File: src/rtl/core/sbfb_pkg.sv
// Package for the sparse block framebuffer: geometry constants, widths,
// command codes and the command record passed from front to back.
// No dependencies.
`default_nettype none

package sbfb_pkg;

  localparam int SCREEN_WIDTH  = 800;
  localparam int SCREEN_HEIGHT = 600;
  localparam int TILE_WIDTH    = 20;
  localparam int TILE_HEIGHT   = 20;
  localparam int POOL_SIZE     = 40;

  localparam int TILES_X     = SCREEN_WIDTH / TILE_WIDTH;
  localparam int TILES_Y     = SCREEN_HEIGHT / TILE_HEIGHT;
  localparam int TILE_BYTES  = (TILE_WIDTH + 3) / 4;
  localparam int BUF_BYTES   = TILE_HEIGHT * TILE_BYTES;
  localparam int NUM_TILES   = TILES_X * TILES_Y;
  localparam int STORE_DEPTH = POOL_SIZE * BUF_BYTES;

  localparam int SLOT_W   = $clog2(NUM_TILES);
  localparam int MAP_W    = $clog2(POOL_SIZE + 1);
  localparam int STORE_AW = $clog2(STORE_DEPTH);
  localparam int OFF_W    = $clog2(BUF_BYTES);
  localparam int TY_W     = (TILES_Y > 1) ? $clog2(TILES_Y) : 1;
  localparam int COORD_W  = 10;
  localparam int REM_W    = 6;

  // Reciprocals for exact division of values below 1024 by divisors up to 64.
  localparam int RECIP_SH = 17;
  localparam int RECIP_W  = 18;
  localparam int PROD_W   = COORD_W + RECIP_W;
  localparam logic [RECIP_W-1:0] RECIP_TW =
    RECIP_W'(((1 << RECIP_SH) + TILE_WIDTH - 1) / TILE_WIDTH);
  localparam logic [RECIP_W-1:0] RECIP_TB =
    RECIP_W'(((1 << RECIP_SH) + TILE_BYTES - 1) / TILE_BYTES);
  localparam logic [RECIP_W-1:0] RECIP_TH =
    RECIP_W'(((1 << RECIP_SH) + TILE_HEIGHT - 1) / TILE_HEIGHT);

  localparam logic [1:0] MODE_DRAW  = 2'd0;
  localparam logic [1:0] MODE_READ  = 2'd1;
  localparam logic [1:0] MODE_CLEAR = 2'd2;

  localparam logic [1:0] ST_DONE    = 2'd0;
  localparam logic [1:0] ST_IGNORED = 2'd1;
  localparam logic [1:0] ST_FULL    = 2'd2;

  localparam logic [1:0] CODE_WHITE = 2'd2;
  localparam logic [1:0] CODE_BLACK = 2'd1;

  typedef enum logic [1:0] {OP_DRAW, OP_READ, OP_CLEAR, OP_SKIP} op_t;

  typedef struct packed {
    op_t               op;
    logic [SLOT_W-1:0] slot;
    logic [TY_W-1:0]   ty;
    logic [OFF_W-1:0]  off;
    logic [1:0]        pix;
    logic              color;
  } cmd_t;

  typedef enum logic [2:0] {F_IDLE, F_MUL, F_DIV, F_ADDR, F_PUSH} front_state_t;

  typedef enum logic [2:0] {
    B_IDLE, B_CLEAR, B_MAP, B_BASE, B_ZERO, B_ADDR, B_DATA
  } back_state_t;

endpackage

`default_nettype wire

File: src/rtl/core/sbfb_front.sv
// Front end: takes commands, splits coordinates into tile and offset, and
// pushes one command record into the queue. Depends on sbfb_pkg.
`default_nettype none

module sbfb_front import sbfb_pkg::*; (
  input  wire logic               clk,
  input  wire logic               rst,
  input  wire logic               start,
  output logic                    front_busy,
  input  wire logic [1:0]         mode,
  input  wire logic [COORD_W-1:0] pixel_x,
  input  wire logic [COORD_W-1:0] pixel_y,
  input  wire logic               color,
  input  wire logic [7:0]         byte_column,
  input  wire logic               q_full,
  output logic                    q_push,
  output cmd_t                    q_data
);

  front_state_t state, state_next;

  logic [1:0]         mode_r;
  logic               color_r;
  logic [COORD_W-1:0] hx, vy;
  logic [PROD_W-1:0]  prod_h, prod_v;
  logic [COORD_W-1:0] qh, qv;
  logic [REM_W-1:0]   rh, rv;
  cmd_t               cmd;

  logic               is_draw;
  logic [COORD_W-1:0] qh_w, qv_w;
  logic [OFF_W-1:0]   byte_in_row;
  logic               outside;

  assign is_draw    = (mode_r == MODE_DRAW);
  assign qh_w       = prod_h[RECIP_SH +: COORD_W];
  assign qv_w       = prod_v[RECIP_SH +: COORD_W];
  assign outside    = (qv >= COORD_W'(TILES_Y)) || (qh >= COORD_W'(TILES_X));
  assign byte_in_row = is_draw ? OFF_W'(rh >> 2) : OFF_W'(rh);

  always_ff @(posedge clk) begin
    if (rst) begin
      state <= F_IDLE;
    end else begin
      state <= state_next;
    end
  end

  always_comb begin
    state_next = state;
    front_busy = (state != F_IDLE);
    q_push     = 1'b0;
    unique case (state)
      F_IDLE: begin
        if (start) begin
          state_next = (mode == MODE_DRAW || mode == MODE_READ) ? F_MUL : F_PUSH;
        end
      end
      F_MUL:  state_next = F_DIV;
      F_DIV:  state_next = F_ADDR;
      F_ADDR: state_next = F_PUSH;
      F_PUSH: begin
        if (!q_full) begin
          q_push     = 1'b1;
          state_next = F_IDLE;
        end
      end
      default: state_next = F_IDLE;
    endcase
  end

  always_ff @(posedge clk) begin
    if (state == F_IDLE && start) begin
      mode_r    <= mode;
      color_r   <= color;
      hx        <= (mode == MODE_DRAW) ? pixel_x : COORD_W'(byte_column);
      vy        <= pixel_y;
      cmd.op    <= (mode == MODE_CLEAR) ? OP_CLEAR : OP_SKIP;
      cmd.slot  <= '0;
      cmd.ty    <= '0;
      cmd.off   <= '0;
      cmd.pix   <= '0;
      cmd.color <= color;
    end
    if (state == F_MUL) begin
      prod_h <= hx * (is_draw ? RECIP_TW : RECIP_TB);
      prod_v <= vy * RECIP_TH;
    end
    if (state == F_DIV) begin
      qh <= qh_w;
      qv <= qv_w;
      rh <= REM_W'(hx - COORD_W'(qh_w * (is_draw ? TILE_WIDTH : TILE_BYTES)));
      rv <= REM_W'(vy - COORD_W'(qv_w * TILE_HEIGHT));
    end
    if (state == F_ADDR) begin
      cmd.op    <= outside ? OP_SKIP : (is_draw ? OP_DRAW : OP_READ);
      cmd.slot  <= SLOT_W'(qv * TILES_X + qh);
      cmd.ty    <= TY_W'(qv);
      cmd.off   <= OFF_W'(rv * TILE_BYTES + byte_in_row);
      cmd.pix   <= rh[1:0];
      cmd.color <= color_r;
    end
  end

  assign q_data = cmd;

endmodule

`default_nettype wire

File: config.mk
export PLATFORM = sky130hd
export DESIGN_NAME = sbfb_front
export DESIGN_NICKNAME = d
export VERILOG_FILES = /design/src/rtl/core/sbfb_pkg.sv /design/src/rtl/core/sbfb_front.sv
export SDC_FILE = /design/constraint.sdc
export NUM_CORES = 1
export LEC_CHECK = 0
export ABC_AREA = 1
export BUFFER_PORTS_ARGS = -buffer_cell sky130_fd_sc_hd__buf_2
export CAP_MARGIN = 15
export CORE_MARGIN = 2
export CORE_UTILIZATION = 60
export DETAILED_ROUTE_END_ITERATION = 12
export GPL_TIMING_DRIVEN = 0
export HOLD_SLACK_MARGIN = 0.15
export MAX_ROUTING_LAYER = met4
export PLACE_DENSITY = 0.88
export SYNTH_ARGS = -nofsm -noshare
export SYNTH_HDL_FRONTEND = slang
export SYNTH_SLANG_ARGS = --single-unit
File: constraint.sdc
create_clock -name clk -period 9.8 [get_ports clk]
set_clock_uncertainty 0.1 [all_clocks]
set_input_delay 1.96 -clock clk [delete_from_list [all_inputs] [get_ports clk]]
set_output_delay 1.96 -clock clk [all_outputs]
set_load 0.05 [all_outputs]
==> results.json <==
{
  "grt_pass1_wl_mm": 42.44,
  "worst_slack_ns": 3.839,
  "grt_pass1_vias": 8931,
  "cts.reportedPaths.clkPinSlew_ns": 0.07,
  "stdcell_area_um2": 11480,
  "placedCellCount": 1488,
  "drv_slew": 0,
  "rsz0062_at_grt": "false",
  "place_ws_ns": 3.902,
  "cts_made_buffers": 9,
  "die_h_um": 136.3,
  "clkSinkCount": 94,
  "period_share": 0.6082,
  "critPathRequiredTime_ns": 9.80,
  "cts_resized": 0,
  "finalSetupViolCount": 0,
  "yosys_warnings": 0,
  "cts_hold_buffers": 0,
  "maxClockFrequency_ghz": 0.1678,
  "synthArstFlopShare": 0,
  "ys.flop_type": "edfxtp_1",
  "area_delta_synth_final_pct": 9.303,
  "max_slew_margin": 0.5433,
  "h-tree-depth": 3,
  "worstSetupStartpointType": "flip-flop",
  "cts_tree": "done",
  "r2r-start": "mode_r[1]",
  "portBuffers": 64,
  "num_vias": 8455,
  "final_antenna_net_count": 0,
  "ys_seq_area_frac": 0.2659,
  "wire_per_inst_um": 17.39,
  "cts_buffer_depth": 2,
  "grt-ovfl-total": 0,
  "ys_seq_elements": 94,
  "hold_start": "prod_h[23]",
  "crit_path_end_kind": "flip-flop",
  "synth.net_count": 1499,
  "grt_max_degree": 22,
  "drive_gt1_frac": 0.08047,
  "io_pins": 65,
  "root_buffer": "clkbuf_16",
  "die_w_um": 136.3,
  "worstPathArrival_ns": 5.96,
  "post_cts_buffers": 0,
  "outcome": "finished, final reports clean",
  "rows": 48,
  "synthDistinctLibCells": 36,
  "synth_area_um2": 10500,
  "nNetsFinal": 1579,
  "drt-vias-per-instance": 5.618,
  "initial_core_util": 0.6115,
  "maxCapViolations": 0,
  "die_area_um2": 18580,
  "critPathMaxFanout": 10,
  "period_needed_ns": 5.961,
  "hold_viol": 0,
  "clkLatencyLatePin_ns": 0.34,
  "stdcell_count": 1505,
  "track_usage": 0.3020,
  "min_path_type": "flip-flop to flip-flop",
  "drc": 0,
  "core_area_um2": 17180,
  "synth_edf_count": 91,
  "setup_tns_ns": 0,
  "drt_iter0_markers": 820,
  "hpwl_mm": 20.88,
  "synth_area_per_cell_um2": 8.790,
  "antenna_found_initial": 0,
  "path_class": "flip-flop to flip-flop",
  "tightestPinTransition_ns": 0.6843,
  "synthCells": 1195,
  "globalplace.congestion": 0.9666,
  "dpl_cell_area_um2": 11180,
  "dr.pass1.iters": 6,
  "cp-startpoint": "mode_r[1]",
  "wl_mm": 26.17,
  "antenna_cells": 0
}
==> path summary, 6_finish.rpt <==
kind	end	slack (ns)	cells past startpoint
worst max-delay path	prod_h[21]	3.84	21
worst min-delay path	qh[6]	0.32	0
worst max register to register	prod_h[21]	3.84	21
worst min register to register	qh[6]	0.32	0
==> layout make-up <==
| cell class | instances | area (um^2) |
|---|---|---|
| fillers | 1214 | 5695 |
| flip-flops and latches | 94 | 2793 |
| inverters | 295 | 1107 |
| clock buffers | 9 | 225.2 |
| plain buffers | 12 | 56.30 |
| multi-input cells | 794 | 6559 |
| clock inverters | 7 | 66.31 |
| repair buffers | 69 | 392.9 |
| well taps | 225 | 281.5 |
==> registers in the layout (all words and copies together), names as in the netlist, 8 cells and up <==
signal  flops
qh          8
prod_h      8
vy         10
q_data     28
hx         10
==> per-layer routing <==
| layer | GRT usage | share of wire | wire length (um) | vias up |
|---|---|---|---|---|
| met5 | - | 0 | 0 | - |
| met4 | 0.1221 | 0.038 | 986 | 0 |
| met3 | 0.05444 | 0.078 | 2032 | 93 |
| met2 | 0.5131 | 0.50 | 13160 | 466 |
| met1 | 0.3554 | 0.38 | 9993 | 3966 |
| li1 | - | - | - | 3930 |
==> stage by stage <==
stage               utilization  hold WS, ns
floorplan                     -       0.3003
finish                   0.6684       0.3221
global route             0.6684       0.3418
detailed placement       0.6510       0.3056
CTS                      0.6680       0.3228
global placement         0.6466       0.3032
==> cells in the mapped netlist, drive strengths merged, types with 2 or more instances <==
cell      n  share of area
xnor2    16          0.013
clkbuf    8         0.0029
nand4    14         0.0083
edfxtp   91           0.26
a21oi    53          0.025
nand2   218          0.078
buf       4         0.0025
xor2     12          0.010
nand3b    2         0.0014
o21a      2         0.0014
a21o      6         0.0043
a31oi     4         0.0024
dfxtp     3         0.0057
ha      171           0.20
inv     294           0.11
fa       98           0.19
nand3    37          0.018
nor2     96          0.035
o21ai    31          0.015
o21bai    8         0.0057
or2       5         0.0030
nor3     14         0.0067
==> worst max-delay path, stage by stage, from the launching register on <==
cell and delay, ns:
edfxtp_1 0.43, nor2_4 0.25, buf_2 0.27, buf_2 0.30
nor2_1 0.16, fa_1 0.62, inv_1 0.09, fa_1 0.53
fa_1 0.55, inv_1 0.07, fa_1 0.52, inv_1 0.07
fa_1 0.54, inv_1 0.05, ha_1 0.33, a21oi_1 0.20
o21ai_0 0.17, a21o_1 0.18, nand2_1 0.08, nand3_1 0.09
nand2_1 0.07, nand2_1 0.04
==> cells by family after synthesis <==
family	count (synthesis)	synth area share
AOI/OAI and AO/OA	110	0.05825
xor gates and xnor gates	28	0.02335
adders and majority gates	269	0.3905
buffers and inverters	307	0.1108
DFF	94	0.2659
and+or+nand+nor	387	0.1513
==> cells in the final DEF (no fill, tap or decap), drive strengths merged, types with 8 or more instances in the layout <==
master	count
nand2	218
xor2	12
nand3	37
o21ai	31
a21oi	53
ha	171
buf	73
xnor2	16
nor3	14
edfxtp	91
o21bai	8
clkbuf	17
inv	297
fa	98
nand4	14
nor2	96
Power is left out: the tool's default activity adds up to more than one toggle a clock period on the data nets, which glitch-free logic cannot reach.
