==> src/rtl/core/sbfb_pkg.sv <==
// Package for the sparse block framebuffer: geometry constants, widths,
// command codes and the command record passed from front to back.
// No dependencies.
`default_nettype none

package sbfb_pkg;

  localparam int SCREEN_WIDTH  = 800;
  localparam int SCREEN_HEIGHT = 600;
  localparam int TILE_WIDTH    = 20;
  localparam int TILE_HEIGHT   = 20;
  localparam int POOL_SIZE     = 40;

  localparam int TILES_X     = SCREEN_WIDTH / TILE_WIDTH;
  localparam int TILES_Y     = SCREEN_HEIGHT / TILE_HEIGHT;
  localparam int TILE_BYTES  = (TILE_WIDTH + 3) / 4;
  localparam int BUF_BYTES   = TILE_HEIGHT * TILE_BYTES;
  localparam int NUM_TILES   = TILES_X * TILES_Y;
  localparam int STORE_DEPTH = POOL_SIZE * BUF_BYTES;

  localparam int SLOT_W   = $clog2(NUM_TILES);
  localparam int MAP_W    = $clog2(POOL_SIZE + 1);
  localparam int STORE_AW = $clog2(STORE_DEPTH);
  localparam int OFF_W    = $clog2(BUF_BYTES);
  localparam int TY_W     = (TILES_Y > 1) ? $clog2(TILES_Y) : 1;
  localparam int COORD_W  = 10;
  localparam int REM_W    = 6;

  // Reciprocals for exact division of values below 1024 by divisors up to 64.
  localparam int RECIP_SH = 17;
  localparam int RECIP_W  = 18;
  localparam int PROD_W   = COORD_W + RECIP_W;
  localparam logic [RECIP_W-1:0] RECIP_TW =
    RECIP_W'(((1 << RECIP_SH) + TILE_WIDTH - 1) / TILE_WIDTH);
  localparam logic [RECIP_W-1:0] RECIP_TB =
    RECIP_W'(((1 << RECIP_SH) + TILE_BYTES - 1) / TILE_BYTES);
  localparam logic [RECIP_W-1:0] RECIP_TH =
    RECIP_W'(((1 << RECIP_SH) + TILE_HEIGHT - 1) / TILE_HEIGHT);

  localparam logic [1:0] MODE_DRAW  = 2'd0;
  localparam logic [1:0] MODE_READ  = 2'd1;
  localparam logic [1:0] MODE_CLEAR = 2'd2;

  localparam logic [1:0] ST_DONE    = 2'd0;
  localparam logic [1:0] ST_IGNORED = 2'd1;
  localparam logic [1:0] ST_FULL    = 2'd2;

  localparam logic [1:0] CODE_WHITE = 2'd2;
  localparam logic [1:0] CODE_BLACK = 2'd1;

  typedef enum logic [1:0] {OP_DRAW, OP_READ, OP_CLEAR, OP_SKIP} op_t;

  typedef struct packed {
    op_t               op;
    logic [SLOT_W-1:0] slot;
    logic [TY_W-1:0]   ty;
    logic [OFF_W-1:0]  off;
    logic [1:0]        pix;
    logic              color;
  } cmd_t;

  typedef enum logic [2:0] {F_IDLE, F_MUL, F_DIV, F_ADDR, F_PUSH} front_state_t;

  typedef enum logic [2:0] {
    B_IDLE, B_CLEAR, B_MAP, B_BASE, B_ZERO, B_ADDR, B_DATA
  } back_state_t;

endpackage

`default_nettype wire

==> src/rtl/core/sbfb_queue.sv <==
// Two-entry command queue between front and back ends.
// Depends on sbfb_pkg.
`default_nettype none

module sbfb_queue import sbfb_pkg::*; (
  input  wire logic clk,
  input  wire logic rst,
  input  wire logic push,
  input  cmd_t      push_data,
  input  wire logic pop,
  output cmd_t      pop_data,
  output logic      full,
  output logic      empty
);

  cmd_t       slots [2];
  logic       wptr, rptr;
  logic [1:0] count;

  assign full     = (count == 2'd2);
  assign empty    = (count == 2'd0);
  assign pop_data = slots[rptr];

  always_ff @(posedge clk) begin
    if (rst) begin
      wptr  <= 1'b0;
      rptr  <= 1'b0;
      count <= 2'd0;
    end else begin
      if (push) wptr <= ~wptr;
      if (pop)  rptr <= ~rptr;
      count <= count + 2'(push) - 2'(pop);
    end
  end

  always_ff @(posedge clk) begin
    if (push) slots[wptr] <= push_data;
  end

endmodule

`default_nettype wire

==> config.mk <==
export PLATFORM = sky130hd
export DESIGN_NAME = sbfb_queue
export DESIGN_NICKNAME = d
export VERILOG_FILES = /design/src/rtl/core/sbfb_pkg.sv /design/src/rtl/core/sbfb_queue.sv
export SDC_FILE = /design/constraint.sdc
export NUM_CORES = 1
export LEC_CHECK = 0
export BUFFER_PORTS_ARGS = -buffer_cell sky130_fd_sc_hd__buf_2
export CELL_PAD_IN_SITES_DETAIL_PLACEMENT = 0
export CELL_PAD_IN_SITES_GLOBAL_PLACEMENT = 2
export CORE_MARGIN = 2
export CORE_UTILIZATION = 40
export CTS_CLUSTER_DIAMETER = 30
export DETAILED_ROUTE_END_ITERATION = 8
export GPL_ROUTABILITY_DRIVEN = 0
export PLACE_DENSITY_LB_ADDON = 0.15
export SLEW_MARGIN = 30
export SYNTH_ARGS = -nofsm -noshare
export SYNTH_HDL_FRONTEND = slang
export SYNTH_SLANG_ARGS = --single-unit
==> constraint.sdc <==
create_clock -name clk -period 5 [get_ports clk]
set_input_delay 0.5 -clock clk [delete_from_list [all_inputs] [get_ports clk]]
set_output_delay 0.5 -clock clk [all_outputs]
set_load 0.02 [all_outputs]
==> summary by stage, run 1 <==
Worst setup path
The worst setup path is captured at a primary output. The arrival time of the worst setup path is 1.80 ns. By startpoint and endpoint, the worst setup path is classified as reg2out. The endpoint required time on the critical path is 4.50 ns. STA classifies the critical path startpoint as a flop. The largest fanout of any net on the critical path is 28.

Routing
The wire length the detailed router placed on met1 is 1.427 mm. The count of antenna-violating nets left after detailed routing is 0. The uppermost metal layer occupied by signal nets is met4. The detailed-route wire length per cell is 14.15 um. The pre-antenna-repair detailed-routing pass consisted of 4 iterations. The number of vias per cell after detailed routing is 4.492. Across all layers, the routed design uses 1150 vias. The final wirelength is 3.623 mm.

For this run, design rule violations remaining after detail routing come to 0. In the detailed route, the total length drawn on met3 is 269 um. The first-iteration detailed-routing DRC count is 31. The wire length on met2 is 1.873 mm.

STA
The final setup skew is 0.003778 ns. The aggregate negative setup slack is 0 ns. Setup repair after global routing left no endpoint under its margin. The final critical path time including I/O delays and setup is 2.304 ns.

Static timing analysis puts the maximum clock frequency at 433.9 MHz. The relative slew slack is 42.00%. At the pin with the least slew margin, the transition time is 0.8700 ns. Setup violations remaining at the end of the flow were counted as 0. The number of hold violations in the final report is 0. The number of pins exceeding their max-slew limit in the final report is 0. The final worst-path cycle share is 46.09%. The final worst-path setup slack is 2.696 ns.

Logic synthesis
The number of synthesized register bits is 61. The share of the synthesized area in the top cell type is 71.87%. The instance count of the mapped netlist is 108.

The per-instance average area after synthesis is 21.66 um2. In this run, distinct cell masters in the synthesized netlist total 13. The share of the Yosys chip area taken by registers is 76.15%. Of all cell types, the one taking the most synthesized area is edfxtp_1. The yosys synthesis warning count is 0.

The net count of the mapped netlist is 142. By area the synthesized netlist is led by edfxtp_1 (72%), mux2_4 (13%), dfxtp_1 (4.3%). The total standard cell area after synthesis is 0.002340 mm2.

Power and ir drop
Per report_power, the sequential group accounts for 53.7% of the total. The clock network burns 32.4% of the power. The net switching component of the power is 268.3 uW. In this run the static leakage power is 1.146 nW. The worst-case vdd ir drop is 0.2593 mV. Net switching is 23.39% of the power.

The internal portion of the total power is 879.0 uW. Overall power consumption after layout is estimated at 1.147 mW. For this design the ratio of total power to cell area is 399.2 mW/mm2.

The combinational fraction of design power is 13.9%.

Clock network
The TritonCTS sink count is 61. The maximum level of the CTS H-tree is 3. The clock passes through at most 2 buffers. The hold buffer count at CTS is 0. The later pin in the worst-skew pair is clocked with a latency of 0.32 ns. Clock tree synthesis selected as its root buffer the cell clkbuf_8. The number of CTS-inserted buffers is 9.

TritonCTS built the clock tree. The total setup buffers inserted after CTS is 0. The post-cts repair resize count is 0. Clock-pin slew was measured on the worst setup and hold paths at 0.06 ns.

Global routing
The overall routing resource usage is 12.58%. The via count of the first global-routing pass is 1219. The number of antenna violations at the first check in global routing is 0. The total congestion overflow after global routing is 0. The first global-routing pass estimated 5.816 mm of wire. Entering global routing, the biggest net connects 29 pins.

Floorplanning
The floorplan die width is 80.48 um. The number of placed I/O pins is 62. Measured along the y axis, the die boundary spans 80.48 um.

The starting density of the core is 41.98%. The die area is 0.006477 mm2. The floorplan has 27 rows. The area of the core is 0.005574 mm2.

Cells and area
The synthesis-to-layout area growth is 22.83%. The layout net count is 213. The core occupancy in the finished layout is 51.56%. The number of antenna repair diodes is 0. The commonest non-fill, non-tap cell in the layout is buf_2. Of the cells placed in the final design, the portion with a size suffix greater than 1 is 57.07%. The layout has 461 filler cells. The top cell types in the final layout, fill and taps aside, are buf_2 (61), edfxtp_1 (56), mux2_4 (20), clkbuf_8 (11), mux2_2 (8).

Placed design
The wire-length estimate of the detail-placed layout is 2.319 mm. In this run the tool buffered the top-level ports with 61 buffer cells. The pre-CTS worst setup slack is 2.992 ns.

Status
The run finished with clean final reports.

Job
Max-cap violations in this run came to 0.

Min path
The min-delay analysis places its worst path in the category in2reg.
[cell usage after synthesis, drive strengths merged]
library cell	instances
and2	1
buf	3
dfxtp	5
edfxtp	56
ha	2
inv	2
mux2	28
nor2	5
nor2b	3
xnor2	2
xnor3	1
[registers in the layout, summed over array words and instances, names as in the netlist, named ones only]
register  count
slots        56
rptr          1
wptr          1
count         2
[final cells by class]
cell class	count	area (um2)	share of cell area [%]
sequential	61	1783	62.04
clock buffer	14	162.7	5.660
clock inverter	2	8.758	0.3047
tap	72	90.09	3.135
inverter	2	7.507	0.2612
multi-input combinational	42	501.7	17.46
timing repair buffer	63	320.3	11.14
[power groups by stage]
stage / sequential, mW / clock (mW) / combinational, mW
finish: 0.616 / 0.371 / 0.160
global route: 0.622 / 0.410 / 0.172
global placement: 0.626 / 0 / 0.159
floorplan: 0.614 / 0 / 0.126
CTS: 0.618 / 0.386 / 0.162
detailed placement: 0.628 / 0 / 0.162
[stage by stage]
step	std cells	cell area, um2	hold slack, ns
global route	256	2874	0.3459
CTS	256	2874	0.3462
finish	256	2874	0.3665
floorplan	108	2340	0.4799
detailed placement	240	2703	0.5127
global placement	240	2703	0.4965
[path summary, 6_finish.rpt]
check / startpoint / endpoint / slack, ns / depth (start not counted)
setup reg to reg: wptr / slots[1][15] / 3.78 / 2
setup / recovery: flop / pop_data[27] / 2.70 / 2
hold / removal: push_data[20] / slots[1][20] / 0.37 / 1
hold reg to reg: rptr / flop / 0.52 / 2
[cells by family after synthesis]
group	count (synthesis)	share of synthesized area, %
xor+xnor	3	1.711
buf+inv	5	2.514
flops	61	76.15
simple gates	9	1.872
mux	28	16.68
fa+ha+maj	2	1.069
[layer usage]
metal / GRT usage (%) / vias up
li1: - / 554
met1: 14.21 / 552
met2: 20.67 / 39
met3: 5.730 / 5
met4: 5.085 / 0
met5: 0 / -
[critical path, cell delays in order, from the launching register on]
cell and delay (ns):
dfxtp_2 0.90, mux2_2 0.43, buf_2 0.16
Note: power is estimated with default switching activity, not from simulation.
==> inputs of run 2 (changes only) <==
--- a/config.mk
+++ b/config.mk
@@ -9,7 +9,7 @@
 export CELL_PAD_IN_SITES_DETAIL_PLACEMENT = 0
 export CELL_PAD_IN_SITES_GLOBAL_PLACEMENT = 2
 export CORE_MARGIN = 2
-export CORE_UTILIZATION = 40
+export CORE_UTILIZATION = 34
 export CTS_CLUSTER_DIAMETER = 30
 export DETAILED_ROUTE_END_ITERATION = 8
 export GPL_ROUTABILITY_DRIVEN = 0
==> constraint.sdc (replaced) <==
create_clock -name clk -period 1.9 [get_ports clk]
set_input_delay 0.19 -clock clk [delete_from_list [all_inputs] [get_ports clk]]
set_output_delay 0.19 -clock clk [all_outputs]
set_load 0.02 [all_outputs]
==> summary by stage, run 2 (synthesis gave the netlist of run 1 again) <==
STA
The final setup skew is 0.005707 ns (+0.001929 ns). The number of pins exceeding their max-slew limit in the final report was 0 (unchanged). The count of endpoints failing setup in the final report is 0 (unchanged).

The achievable clock frequency is 579.6 MHz. The measured slew at the worst slew-check pin is 0.4184 ns (-0.4516 ns). Setup repair after global routing left no endpoint under its margin. The aggregate negative setup slack is 0 ns (unchanged).

The final critical path time including I/O delays and setup is 1.725 ns. The number of hold violations in the final report is 0 (unchanged). In the finished design, the share of the clock period the worst path needs comes to 90.80%. The relative slew slack came to 72.05% (+30 points).

The worst-case hold slack is 0.05114 ns (-0.3154 ns).

Global routing
The global-route wire length before repair came to 5.809 mm (-0.12%). The overall routing resource usage was 10.67% (-1.9 points). The number of antenna violations at the first check in global routing is 0 (unchanged). The pin count of the biggest net entering global routing came to 21 (-28%).

The via count of the first global-routing pass is 1293 (+6.1%). The total congestion overflow after global routing was 0 (unchanged).

Cells and area
Counting flops per register, the top entry is slots. The largest registers in the layout are slots (56), count (2). The proportion of layout cells with a drive suffix above 1 came to 58.06% (+1.0 points). In the layout the commonest cells are buf_2 (61), edfxtp_1 (56), mux2_4 (20), clkbuf_8 (9), mux2_2 (8). The flip-flop count of the largest register after layout came to 56 (unchanged). The layout net count is 215 (+0.94%). The commonest non-fill, non-tap cell in the layout is buf_2. The number of antenna repair diodes is 0 (unchanged). From synthesis to final layout, the design area changed by 24.60%.

Routing
The final wirelength is 3.766 mm (+3.9%). The detailed-routing iteration count for the pre-antenna-repair pass is 3 (-1). The amount of wire on met3 after detailed routing is 269 um (unchanged). The number of vias per cell after detailed routing is 4.316 (-3.9%).

The first-iteration detailed-routing DRC count was 28 (-9.7%). The wire length the detailed router placed on met1 is 1.496 mm (+4.8%). The wire length on met2 came to 1.921 mm (+2.6%). The count of vias placed by the detailed router is 1148 (-0.17%). The count of antenna-violating nets left after detailed routing was 0 (unchanged). The total DRC errors in the routed layout was 0 (unchanged). After detailed routing, no signal wire sits above met4. The detailed-route wire length per cell is 14.16 um (about the same).

Worst setup path
The worst register-to-register path ends at slots[0][8]. The worst setup path category is reg2out. The kind of end point of the critical path is a primary output. In this run the critical register-to-register path is launched from wptr.

The largest fanout of any net on the critical path is 20 (-29%). The arrival time of the worst setup path is 1.54 ns (-0.26 ns). The depth of the most critical reg-to-reg path came to 2 (unchanged).

The setup slack of the worst register-to-register path is 0.65 ns (-3.13 ns). The element type at the critical path start is a flop. The termination of the worst setup path is pop_data[5]. The endpoint required time on the critical path is 1.71 ns (-2.79 ns).

Floorplanning
The floorplan die width is 86.96 um (+8.0%). The area of the core is 0.006719 mm2 (+21%). The number of rows created at floorplan is 30 (+11%). The die height is 86.96 um (+8.0%).

The number of placed I/O pins is 62 (unchanged). The starting density of the core came to 34.82% (-7.2 points). The die area is 0.007561 mm2 (+17%).

Placed design
The count of port buffers added during placement is 61 (unchanged).

Clock network
The insertion delay of the later-clocked pin in the worst-skew pair is 0.32 ns (about the same). The post-cts repair resize count is 0 (unchanged). The hold buffer count at CTS is 0 (unchanged). The number of buffers on the longest clock path is 2 (unchanged). The clock slew at the register clock pins of the worst setup and hold paths is 0.07 ns (about the same). The cell sitting at the root of the clock tree is a clkbuf_8.

TritonCTS built the clock tree. The total setup buffers inserted after CTS is 0 (unchanged). The number of CTS-inserted buffers was 9 (unchanged). The maximum level of the CTS H-tree is 3 (unchanged). The TritonCTS sink count came to 61 (unchanged).

Power and ir drop
The worst-case vdd ir drop is 0.4979 mV (+92%). The leakage power of the design is 1.162 nW (+1.3%). The total power per unit cell area is 1019 mW/mm2 (+160%).

Job
The max-cap check violation count is 0 (unchanged).

Status
The run finished with clean final reports.

Min path
The class of the tightest hold or removal check is in2reg.
## run 2: changes by cell type in the layout (fill, tap and decap cells not counted), sizes merged
cell	delta
buf	+2
clkbuf	-4
clkinv	+3
clkinvlp	+1
## run 2: layout make-up
| cell class | instances | area [um2] |
|---|---|---|
| clock buffer | 10 | 127.6 |
| clock inverter | 6 | 30.03 |
| sequential | 61 | 1783 |
| fill | 611 | 3804 |
| inverter | 2 | 7.507 |
| tap | 80 | 100.1 |
| multi-input combinational | 42 | 506.7 |
| timing repair buffer | 65 | 360.3 |
## run 2: how the worst min path moves through the flow
stage               cells after the start          start  slack, ns            to
CTS                                     1   push_data[9]       0.03   slots[0][9]
floorplan                               1            rst       0.26      count[0]
global route                            1  push_data[10]       0.03  slots[0][10]
global placement                        1   push_data[0]       0.38   slots[1][0]
finish                                  1  push_data[26]       0.05  slots[1][26]
detailed placement                      1   push_data[0]       0.38   slots[1][0]
## run 2: layer usage
metal  vias up  track usage (%)
met5         -                0
met3         8            3.981
met1       542            10.84
met2        40            18.11
met4         0            7.244
li1        558                -
## run 2: worst max-delay path: stages (launching register included)
cell and delay, ns:
dfxtp_2 0.48, buf_12 0.24, mux2_2 0.34, buf_2 0.16
## run 2: power breakdown
group          switching [mW]  internal, mW  leakage [nW]
Sequential             0.0346          1.57         0.568
Combinational           0.240         0.221         0.513
Clock                   0.452         0.456        0.0809
Total                   0.727          2.24          1.16
## run 2: stage by stage
stage	area (um2)	cells	utilization (%)	setup WS (ns)	total power, mW
after floorplan	2342	108	-	0.4176	1.948
after global placement	2758	250	41.04	0.5094	2.087
after detailed placement	2758	250	41.04	0.4960	2.101
after CTS	2915	266	43.39	0.1380	3.021
after global routing	2915	266	43.39	0.08844	3.117
final	2915	266	43.39	0.1748	2.970
